===== config.mk =====
export PLATFORM = sky130hd
export DESIGN_NAME = water_heater_thermostat_core
export DESIGN_NICKNAME = d
export VERILOG_FILES = /design/src/wtc_pkg.sv /design/src/wtc_window.sv /design/src/water_heater_thermostat_core.sv
export SDC_FILE = /design/constraint.sdc
export NUM_CORES = 1
export LEC_CHECK = 0
export BUFFER_PORTS_ARGS = -buffer_cell sky130_fd_sc_hd__buf_2
export CORE_UTILIZATION = 55
export DETAILED_ROUTE_END_ITERATION = 10
export PLACE_DENSITY_LB_ADDON = 0.25
export SYNTH_ARGS = -nofsm -noshare
export SYNTH_HDL_FRONTEND = slang
export SYNTH_SLANG_ARGS = --single-unit

===== constraint.sdc =====
create_clock -name i_clk -period 13.6 [get_ports i_clk]
set_input_delay 0 -clock i_clk [delete_from_list [all_inputs] [get_ports i_clk]]
set_output_delay 0 -clock i_clk [all_outputs]
set_load 0.01 [all_outputs]

===== src/wtc_pkg.sv =====
// Shared types and constants for the water heater thermostat core.
// Holds register indexes, reset values and the sample window command type.
// No dependencies.
package wtc_pkg;

    localparam int WINDOW_DEPTH_DEF = 8;

    localparam int TEMP_W     = 8;
    localparam int CFG_ADDR_W = 3;
    localparam int CFG_DATA_W = 8;

    // Configuration register indexes.
    localparam logic [CFG_ADDR_W-1:0] CFG_SETPOINT_STEP   = 3'd0;
    localparam logic [CFG_ADDR_W-1:0] CFG_DEADBAND_HALF   = 3'd1;
    localparam logic [CFG_ADDR_W-1:0] CFG_SETPOINT_MIN    = 3'd2;
    localparam logic [CFG_ADDR_W-1:0] CFG_SETPOINT_MAX    = 3'd3;
    localparam logic [CFG_ADDR_W-1:0] CFG_SETTING_TIMEOUT = 3'd4;
    localparam logic [CFG_ADDR_W-1:0] CFG_SETPOINT_INIT   = 3'd5;

    // Register reset values.
    localparam logic [4:0] STEP_RST     = 5'd5;
    localparam logic [4:0] DEADBAND_RST = 5'd5;
    localparam logic [7:0] SP_MIN_RST   = 8'd35;
    localparam logic [7:0] SP_MAX_RST   = 8'd75;
    localparam logic [7:0] TIMEOUT_RST  = 8'd5;
    localparam logic [7:0] SP_INIT_RST  = 8'd60;

    // Command from the control logic to the averaging window.
    typedef struct packed {
        logic              take;
        logic [TEMP_W-1:0] temp;
    } t_win_cmd;

endpackage


===== src/wtc_window.sv =====
// Moving-average sample window for the thermostat core.
// Keeps the samples in a small memory with a running sum; uses wtc_pkg.
// The first sample after reset stands for every entry until overwritten.
module wtc_window #(
    parameter int WINDOW_DEPTH = wtc_pkg::WINDOW_DEPTH_DEF
) (
    input  logic                           i_clk,
    input  logic                           i_rst_n,
    input  wtc_pkg::t_win_cmd              i_cmd,
    output logic [wtc_pkg::TEMP_W-1:0]     o_avg_next
);

    localparam int PTR_W   = $clog2(WINDOW_DEPTH);
    localparam int SUM_W   = PTR_W + wtc_pkg::TEMP_W;
    localparam bit IS_POW2 = ((1 << PTR_W) == WINDOW_DEPTH);

    logic [wtc_pkg::TEMP_W-1:0] r_mem [WINDOW_DEPTH];
    logic [wtc_pkg::TEMP_W-1:0] r_rd;
    logic [wtc_pkg::TEMP_W-1:0] r_prime_val;
    logic [PTR_W-1:0]           r_ptr, n_ptr;
    logic                       r_primed, n_primed;
    logic                       r_full, n_full;
    logic [SUM_W-1:0]           r_sum, n_sum;
    logic [wtc_pkg::TEMP_W-1:0] old_val;
    logic                       ptr_last;

    assign ptr_last = (r_ptr == PTR_W'(WINDOW_DEPTH - 1));

    // Until the pointer has wrapped once, the entry about to be replaced
    // still holds the priming sample.
    assign old_val = r_full ? r_rd : r_prime_val;

    always_comb begin
        n_ptr    = r_ptr;
        n_primed = r_primed;
        n_full   = r_full;
        n_sum    = r_sum;
        if (i_cmd.take) begin
            if (!r_primed) begin
                n_primed = 1'b1;
                n_ptr    = '0;
                n_sum    = SUM_W'(i_cmd.temp) * SUM_W'(WINDOW_DEPTH);
            end else begin
                n_sum  = r_sum - SUM_W'(old_val) + SUM_W'(i_cmd.temp);
                n_ptr  = ptr_last ? '0 : r_ptr + 1'b1;
                n_full = r_full | ptr_last;
            end
        end
    end

    generate
        if (IS_POW2) begin : g_shift
            assign o_avg_next = n_sum[SUM_W-1:PTR_W];
        end else begin : g_recip
            // Exact floor division by a constant through a scaled reciprocal.
            localparam int DIV_K = SUM_W + PTR_W;
            localparam int DIV_M = ((1 << DIV_K) + WINDOW_DEPTH - 1) / WINDOW_DEPTH;
            logic [SUM_W+DIV_K-1:0] prod;
            assign prod       = (SUM_W + DIV_K)'(n_sum) * (SUM_W + DIV_K)'(DIV_M);
            assign o_avg_next = prod[DIV_K +: wtc_pkg::TEMP_W];
        end
    endgenerate

    always_ff @(posedge i_clk) begin
        if (!i_rst_n) begin
            r_ptr    <= '0;
            r_primed <= 1'b0;
            r_full   <= 1'b0;
            r_sum    <= '0;
        end else begin
            r_ptr    <= n_ptr;
            r_primed <= n_primed;
            r_full   <= n_full;
            r_sum    <= n_sum;
        end
    end

    // Sample store and registered read of the next entry to be replaced.
    always_ff @(posedge i_clk) begin
        if (i_cmd.take && r_primed) begin
            r_mem[r_ptr] <= i_cmd.temp;
        end
        if (i_cmd.take && !r_primed) begin
            r_prime_val <= i_cmd.temp;
        end
        r_rd <= r_mem[n_ptr];
    end

    a_ptr_range: assert property (@(posedge i_clk) disable iff (!i_rst_n)
        r_ptr <= PTR_W'(WINDOW_DEPTH - 1))
        else $error("window pointer out of range");

    a_full_after_prime: assert property (@(posedge i_clk) disable iff (!i_rst_n)
        !r_primed |-> (!r_full && r_ptr == '0))
        else $error("window filled or advanced before priming");

endmodule


===== src/water_heater_thermostat_core.sv =====
// Thermostat core: each accepted input beat gives a registered result beat in the next cycle.
// Throughput is one beat per cycle while results are taken; each event updates all state at once,
// with the window sum update, the average and the band compare in one path.
// A result that waits holds off the input, which moves again in the cycle it is taken.
// Reset is synchronous and active low; it clears control state and loads the registers'
// reset values. The sample store is not cleared: the first sample fills the window.
module water_heater_thermostat_core #(
    parameter int WINDOW_DEPTH = wtc_pkg::WINDOW_DEPTH_DEF
) (
    input  logic                               i_clk,
    input  logic                               i_rst_n,
    input  logic                               i_cfg_wr_en,
    input  logic [wtc_pkg::CFG_ADDR_W-1:0]     i_cfg_addr,
    input  logic [wtc_pkg::CFG_DATA_W-1:0]     i_cfg_wr_data,
    input  logic                               i_in_valid,
    output logic                               o_in_ready,
    input  logic [2:0]                         i_operation,
    input  logic [7:0]                         i_temperature,
    output logic                               o_out_valid,
    input  logic                               i_out_ready,
    output logic [1:0]                         o_mode,
    output logic                               o_heater_on,
    output logic                               o_cooler_on,
    output logic                               o_lamp_on,
    output logic [7:0]                         o_average_temp,
    output logic [7:0]                         o_setpoint
);

    typedef enum logic [2:0] {
        MODE_OFF     = 3'b001,
        MODE_NORMAL  = 3'b010,
        MODE_SETTING = 3'b100
    } t_mode;

    localparam logic [2:0] OP_SAMPLE = 3'd0;
    localparam logic [2:0] OP_UP     = 3'd1;
    localparam logic [2:0] OP_DOWN   = 3'd2;
    localparam logic [2:0] OP_POWER  = 3'd3;
    localparam logic [2:0] OP_TICK   = 3'd4;

    localparam logic [1:0] CODE_OFF     = 2'd0;
    localparam logic [1:0] CODE_NORMAL  = 2'd1;
    localparam logic [1:0] CODE_SETTING = 2'd2;

    typedef struct packed {
        logic heat;
        logic cool;
        logic lamp;
    } t_drive;

    // Configuration registers
    logic [4:0] r_step;
    logic [4:0] r_band;
    logic [7:0] r_sp_min;
    logic [7:0] r_sp_max;
    logic [7:0] r_timeout;

    // Block state
    t_mode      r_mode, n_mode;
    logic [7:0] r_desired, n_desired;
    logic [7:0] r_avg, n_avg;
    t_drive     r_drv, n_drv;
    logic [7:0] r_idle, n_idle;

    // Result register
    logic       r_out_valid;
    logic [1:0] r_out_mode;
    t_drive     r_out_drv;
    logic [7:0] r_out_avg;
    logic [7:0] r_out_sp;

    logic              accept;
    logic              is_normal;
    wtc_pkg::t_win_cmd win_cmd;
    logic [7:0]        win_avg;
    logic [8:0]        up_sum;
    logic [7:0]        idle_inc;
    logic              cool_side;
    logic              heat_side;
    logic [1:0]        n_code;

    assign o_in_ready = !r_out_valid || i_out_ready;
    assign accept     = i_in_valid && o_in_ready;
    assign is_normal  = (r_mode == MODE_NORMAL);

    assign win_cmd = '{take: accept && (i_operation == OP_SAMPLE) && is_normal,
                       temp: i_temperature};

    wtc_window #(
        .WINDOW_DEPTH(WINDOW_DEPTH)
    ) u_window (
        .i_clk     (i_clk),
        .i_rst_n   (i_rst_n),
        .i_cmd     (win_cmd),
        .o_avg_next(win_avg)
    );

    // Band tests against the new average: d < a + h and d > a - h.
    assign cool_side = {1'b0, r_desired} < ({1'b0, win_avg} + 9'(r_band));
    assign heat_side = ({1'b0, r_desired} + 9'(r_band)) > {1'b0, win_avg};

    assign up_sum   = {1'b0, r_desired} + 9'(r_step);
    assign idle_inc = (r_idle == 8'hFF) ? r_idle : r_idle + 8'd1;

    always_comb begin
        n_mode    = r_mode;
        n_desired = r_desired;
        n_avg     = r_avg;
        n_drv     = r_drv;
        n_idle    = r_idle;
        if (accept) begin
            unique case (i_operation)
                OP_SAMPLE: begin
                    if (is_normal) begin
                        n_avg = win_avg;
                        priority if (cool_side && heat_side) begin
                            n_drv = '0;
                        end else if (cool_side) begin
                            n_drv = '{heat: 1'b0, cool: 1'b1, lamp: 1'b1};
                        end else if (heat_side) begin
                            n_drv = '{heat: 1'b1, cool: 1'b0, lamp: r_drv.lamp};
                        end else begin
                            n_drv = r_drv;
                        end
                    end
                end
                OP_UP, OP_DOWN: begin
                    unique case (r_mode)
                        MODE_NORMAL: begin
                            n_mode = MODE_SETTING;
                            n_drv  = '0;
                            n_idle = '0;
                        end
                        MODE_SETTING: begin
                            n_idle = '0;
                            if (i_operation == OP_UP) begin
                                if (r_desired < r_sp_max) begin
                                    n_desired = up_sum[8] ? 8'hFF : up_sum[7:0];
                                end
                            end else if (r_desired > r_sp_min) begin
                                n_desired = (r_desired > 8'(r_step)) ?
                                            r_desired - 8'(r_step) : 8'd0;
                            end
                        end
                        default: begin
                            n_mode = r_mode;
                        end
                    endcase
                end
                OP_POWER: begin
                    if (r_mode == MODE_OFF) begin
                        n_mode = MODE_NORMAL;
                    end else begin
                        n_mode = MODE_OFF;
                        n_drv  = '0;
                    end
                    n_idle = '0;
                end
                OP_TICK: begin
                    unique case (r_mode)
                        MODE_NORMAL: begin
                            if (r_drv.heat) begin
                                n_drv.lamp = !r_drv.lamp;
                            end
                        end
                        MODE_SETTING: begin
                            if (idle_inc >= r_timeout) begin
                                n_mode = MODE_NORMAL;
                                n_idle = '0;
                            end else begin
                                n_idle = idle_inc;
                            end
                        end
                        default: begin
                            n_mode = r_mode;
                        end
                    endcase
                end
                default: begin
                    n_mode = r_mode;
                end
            endcase
        end
        // Loading a new initial setpoint takes effect at once.
        if (i_cfg_wr_en && i_cfg_addr == wtc_pkg::CFG_SETPOINT_INIT) begin
            n_desired = i_cfg_wr_data;
        end
    end

    always_comb begin
        unique case (n_mode)
            MODE_NORMAL:  n_code = CODE_NORMAL;
            MODE_SETTING: n_code = CODE_SETTING;
            default:      n_code = CODE_OFF;
        endcase
    end

    always_ff @(posedge i_clk) begin
        if (!i_rst_n) begin
            r_step    <= wtc_pkg::STEP_RST;
            r_band    <= wtc_pkg::DEADBAND_RST;
            r_sp_min  <= wtc_pkg::SP_MIN_RST;
            r_sp_max  <= wtc_pkg::SP_MAX_RST;
            r_timeout <= wtc_pkg::TIMEOUT_RST;
        end else if (i_cfg_wr_en) begin
            unique case (i_cfg_addr)
                wtc_pkg::CFG_SETPOINT_STEP:   r_step    <= i_cfg_wr_data[4:0];
                wtc_pkg::CFG_DEADBAND_HALF:   r_band    <= i_cfg_wr_data[4:0];
                wtc_pkg::CFG_SETPOINT_MIN:    r_sp_min  <= i_cfg_wr_data;
                wtc_pkg::CFG_SETPOINT_MAX:    r_sp_max  <= i_cfg_wr_data;
                wtc_pkg::CFG_SETTING_TIMEOUT: r_timeout <= i_cfg_wr_data;
                default: begin
                    r_step <= r_step;
                end
            endcase
        end
    end

    always_ff @(posedge i_clk) begin
        if (!i_rst_n) begin
            r_mode      <= MODE_OFF;
            r_desired   <= wtc_pkg::SP_INIT_RST;
            r_avg       <= '0;
            r_drv       <= '0;
            r_idle      <= '0;
            r_out_valid <= 1'b0;
        end else begin
            r_mode    <= n_mode;
            r_desired <= n_desired;
            r_avg     <= n_avg;
            r_drv     <= n_drv;
            r_idle    <= n_idle;
            if (accept) begin
                r_out_valid <= 1'b1;
            end else if (i_out_ready) begin
                r_out_valid <= 1'b0;
            end
        end
    end

    always_ff @(posedge i_clk) begin
        if (accept) begin
            r_out_mode <= n_code;
            r_out_drv  <= n_drv;
            r_out_avg  <= n_avg;
            r_out_sp   <= n_desired;
        end
    end

    assign o_out_valid    = r_out_valid;
    assign o_mode         = r_out_mode;
    assign o_heater_on    = r_out_drv.heat;
    assign o_cooler_on    = r_out_drv.cool;
    assign o_lamp_on      = r_out_drv.lamp;
    assign o_average_temp = r_out_avg;
    assign o_setpoint     = r_out_sp;

    a_no_heat_and_cool: assert property (@(posedge i_clk) disable iff (!i_rst_n)
        !(r_drv.heat && r_drv.cool))
        else $error("heater and cooler driven together");

    a_drives_off_unless_normal: assert property (@(posedge i_clk) disable iff (!i_rst_n)
        (r_mode != MODE_NORMAL) |-> (r_drv == '0))
        else $error("drive active outside normal mode");

    a_idle_only_in_setting: assert property (@(posedge i_clk) disable iff (!i_rst_n)
        (r_mode != MODE_SETTING) |-> (r_idle == '0))
        else $error("idle counter running outside setting mode");

    a_result_follows_beat: assert property (@(posedge i_clk) disable iff (!i_rst_n)
        accept |=> r_out_valid)
        else $error("accepted beat produced no result");

    a_setpoint_load: assert property (@(posedge i_clk) disable iff (!i_rst_n)
        (i_cfg_wr_en && i_cfg_addr == wtc_pkg::CFG_SETPOINT_INIT)
        |=> (r_desired == $past(i_cfg_wr_data)))
        else $error("initial setpoint write not loaded");

endmodule


==> impl_metrics.tcl <==
set metrics [dict create \
    numCtsBuffers 17 \
    synth_top_area_cell "edfxtp_1" \
    wire_per_inst_microns 16.7 \
    dr.pass1.iters 7 \
    synth_cell_types 71 \
    largest_register_ffs 64 \
    antenna_found_initial 0 \
    worstSetupPathType "flop to flop" \
    start_util 0.562 \
    num_io_pins 50 \
    die-height_microns 138 \
    critPathCaptureType "flop" \
    die-width_microns 138 \
    cts_tree "built" \
    core_region_area_sq_um 18000 \
    fin_crit_ps 6150 \
    relSlewSlack 0.146 \
    synth_edf_count 93 \
    grt-ovfl-total 0 \
    track_usage 0.257 \
    cts_sinks 182 \
    synth_nets 1187 \
    rsz0062_at_grt "false" \
    syn2layout_area_growth_pct 12.5 \
    final_area_sq_um 11400 \
    clkSlewWorstSetupHoldPaths_ps 80 \
    synthMostInstantiatedCell "nand2_1" \
    final_nets 1239 \
    min_period_over_period 0.452 \
    avgViaCountPerCell 5.78 \
    hold_violations 0 \
    diodes 0 \
    cts_buffer_depth 2 \
    hpwl_microns 15900 \
    grt_max_degree 34 \
    synth-async-reset-ratio 0 \
    synth.area.top_cells "edfxtp_1, dfxtp_1, ha_1" \
    synth_seq_cells 182 \
    synth_top_area_share 0.276 \
    fin_setup_tns_ps 0 \
    die-area_sq_um 18900 \
    status "complete, no violations" \
    gp_congestion 0.929 \
    reg.largest.list "u_window.r_mem x64, u_window.r_sum x11" \
    critPathMaxFanout 9 \
    syn_area_per_cell_sq_um 9.40 \
    setup_viol 0 \
    synthFlopType "edfxtp_1" \
    grt_pass1_vias 7650 \
    clock_latency_ps 440 \
    p_leak_uw 0.00457 \
    fill_cells 1441 \
    drt-initial-drc-count 507 \
    route.detailed.drc 0 \
    maxCapViolCount 0 \
    ir_worst_vdd_uv 89.7 \
    antenna_left 0 \
    vias 7915 \
    cts-root-buf "clkbuf_16" \
    syn-cell-area_sq_um 10100 \
    finalWirelength_microns 22900 \
    slew_viol_final 0 \
    synth-seq-area-share 0.453 \
    synth_commonest_cells "nand2_1, edfxtp_1, dfxtp_1" \
    post_cts_resized 0 \
    fmax_mhz 163 \
    fin_worst_skew_ps 13.4 \
    post_cts_buffers 0 \
    grt_pass1_wl_microns 37100 \
    synth_cells 1075 \
    power_density_nw_per_um2 107 \
    crit_path_start_kind "flop" \
    critical_path_arrival_ps 6490 \
    htree_levels 4 \
    drive_gt1_frac 0.0991 \
    hp-class "input port to flop" \
    top_register "u_window.r_mem" \
    io_buffers 49 \
    placed_cell_area_sq_um 10500 \
    yosysWarnings 0 \
    worst_ep_required_time_ps 13940 \
    worst_slew_pin_slew_ps 1270 \
    rows 49 \
]
## report_power, final
group	switching, uW	total (uW)	internal [uW]
sequential	5.96	588	582
clock	249	514	265
combinational	64.4	108	43.9
## logic make-up (layout without fill, tap and decap cells)
family | after synthesis | count (layout) | share of synthesized area
AND/OR/NAND/NOR | 381 | 381 | 0.170
AO/OA/AOI/OAI | 242 | 242 | 0.160
flip-flops | 182 | 182 | 0.453
buffers and inverters | 128 | 193 | 0.0484
adder cells (fa/ha/maj) | 86 | 86 | 0.115
multiplexers | 29 | 29 | 0.0298
XOR/XNOR | 27 | 27 | 0.0234
## layer usage
metal	track usage	wire, microns	vias to the layer above
met4	0.115	681	0
met2	0.444	11200	206
met5	0	0	-
met1	0.314	10100	3741
li1	-	-	3920
met3	0.0394	888	48
## path summary, 6_finish.rpt
path / cells past startpoint / endpoint / from / slack [ps]
setup / recovery: 24 / r_drv[2] / u_window.r_full / 7450
hold / removal: 2 / r_mode[0] / i_rst_n / 30
setup reg to reg: 24 / r_drv[2] / u_window.r_full / 7450
hold reg to reg: 2 / r_timeout[6] / r_timeout[6] / 460
## final cells by class
| type | count | area [sq um] | area share |
|---|---|---|---|
| inverters | 84 | 315 | 0.0277 |
| multi-input cells | 765 | 5050 | 0.444 |
| clock buffers | 18 | 450 | 0.0396 |
| flip-flops and latches | 182 | 4570 | 0.403 |
| well taps | 229 | 287 | 0.0252 |
| repair buffers | 77 | 500 | 0.0440 |
| clock inverters | 14 | 189 | 0.0166 |
## layout by cell type (no fill, tap or decap), types with 37 or more instances in the layout
master | Yosys | final
nor2_1 | 76 | 76
nand2_1 | 169 | 169
nand3_1 | 37 | 37
edfxtp_1 | 93 | 93
ha_1 | 73 | 73
buf_2 | 1 | 49
inv_1 | 84 | 84
dfxtp_1 | 89 | 89
o21ai_0 | 46 | 46
a21oi_1 | 56 | 54
## through the flow
stage / worst slack, ps / std cells / util / power (uW) / hold WS, ps
final: 7450 / 1369 / 0.633 / 1210 / 32.4
after global routing: 7150 / 1369 / 0.633 / 1250 / 51.2
after CTS: 7500 / 1369 / 0.633 / 1220 / 20.9
after detailed placement: 7570 / 1319 / 0.587 / 703 / 281
after global placement: 7710 / 1319 / 0.587 / 701 / 276
after floorplan: 7950 / 1075 / - / 671 / 98.9
## worst max-delay path: stages (launching register included)
cell and delay [ps]:
dfxtp_1 550, mux2_2 400, fa_1 480, inv_1 40
ha_1 370, and2_4 180, a221o_1 320, or2_2 340
xor2_1 150, nand2_1 70, o211ai_1 140, a21boi_0 450
ha_1 340, a21o_1 160, a21oi_1 240, xnor2_1 120
ha_1 340, and3_1 170, a21oi_1 110, o21ai_0 120
o22a_1 240, o2111a_1 240, a21bo_2 180, o311ai_1 120
and2_1 180
## repair_timing
| item | 4_1_cts | 5_1_grt |
|---|---|---|
| hold buffers | 18 | 0 |
| endpoints found under the setup margin | 0 | 0 |
| hold endpoints to repair | 113 | 0 |
Note: power is estimated with default switching activity, not from simulation.
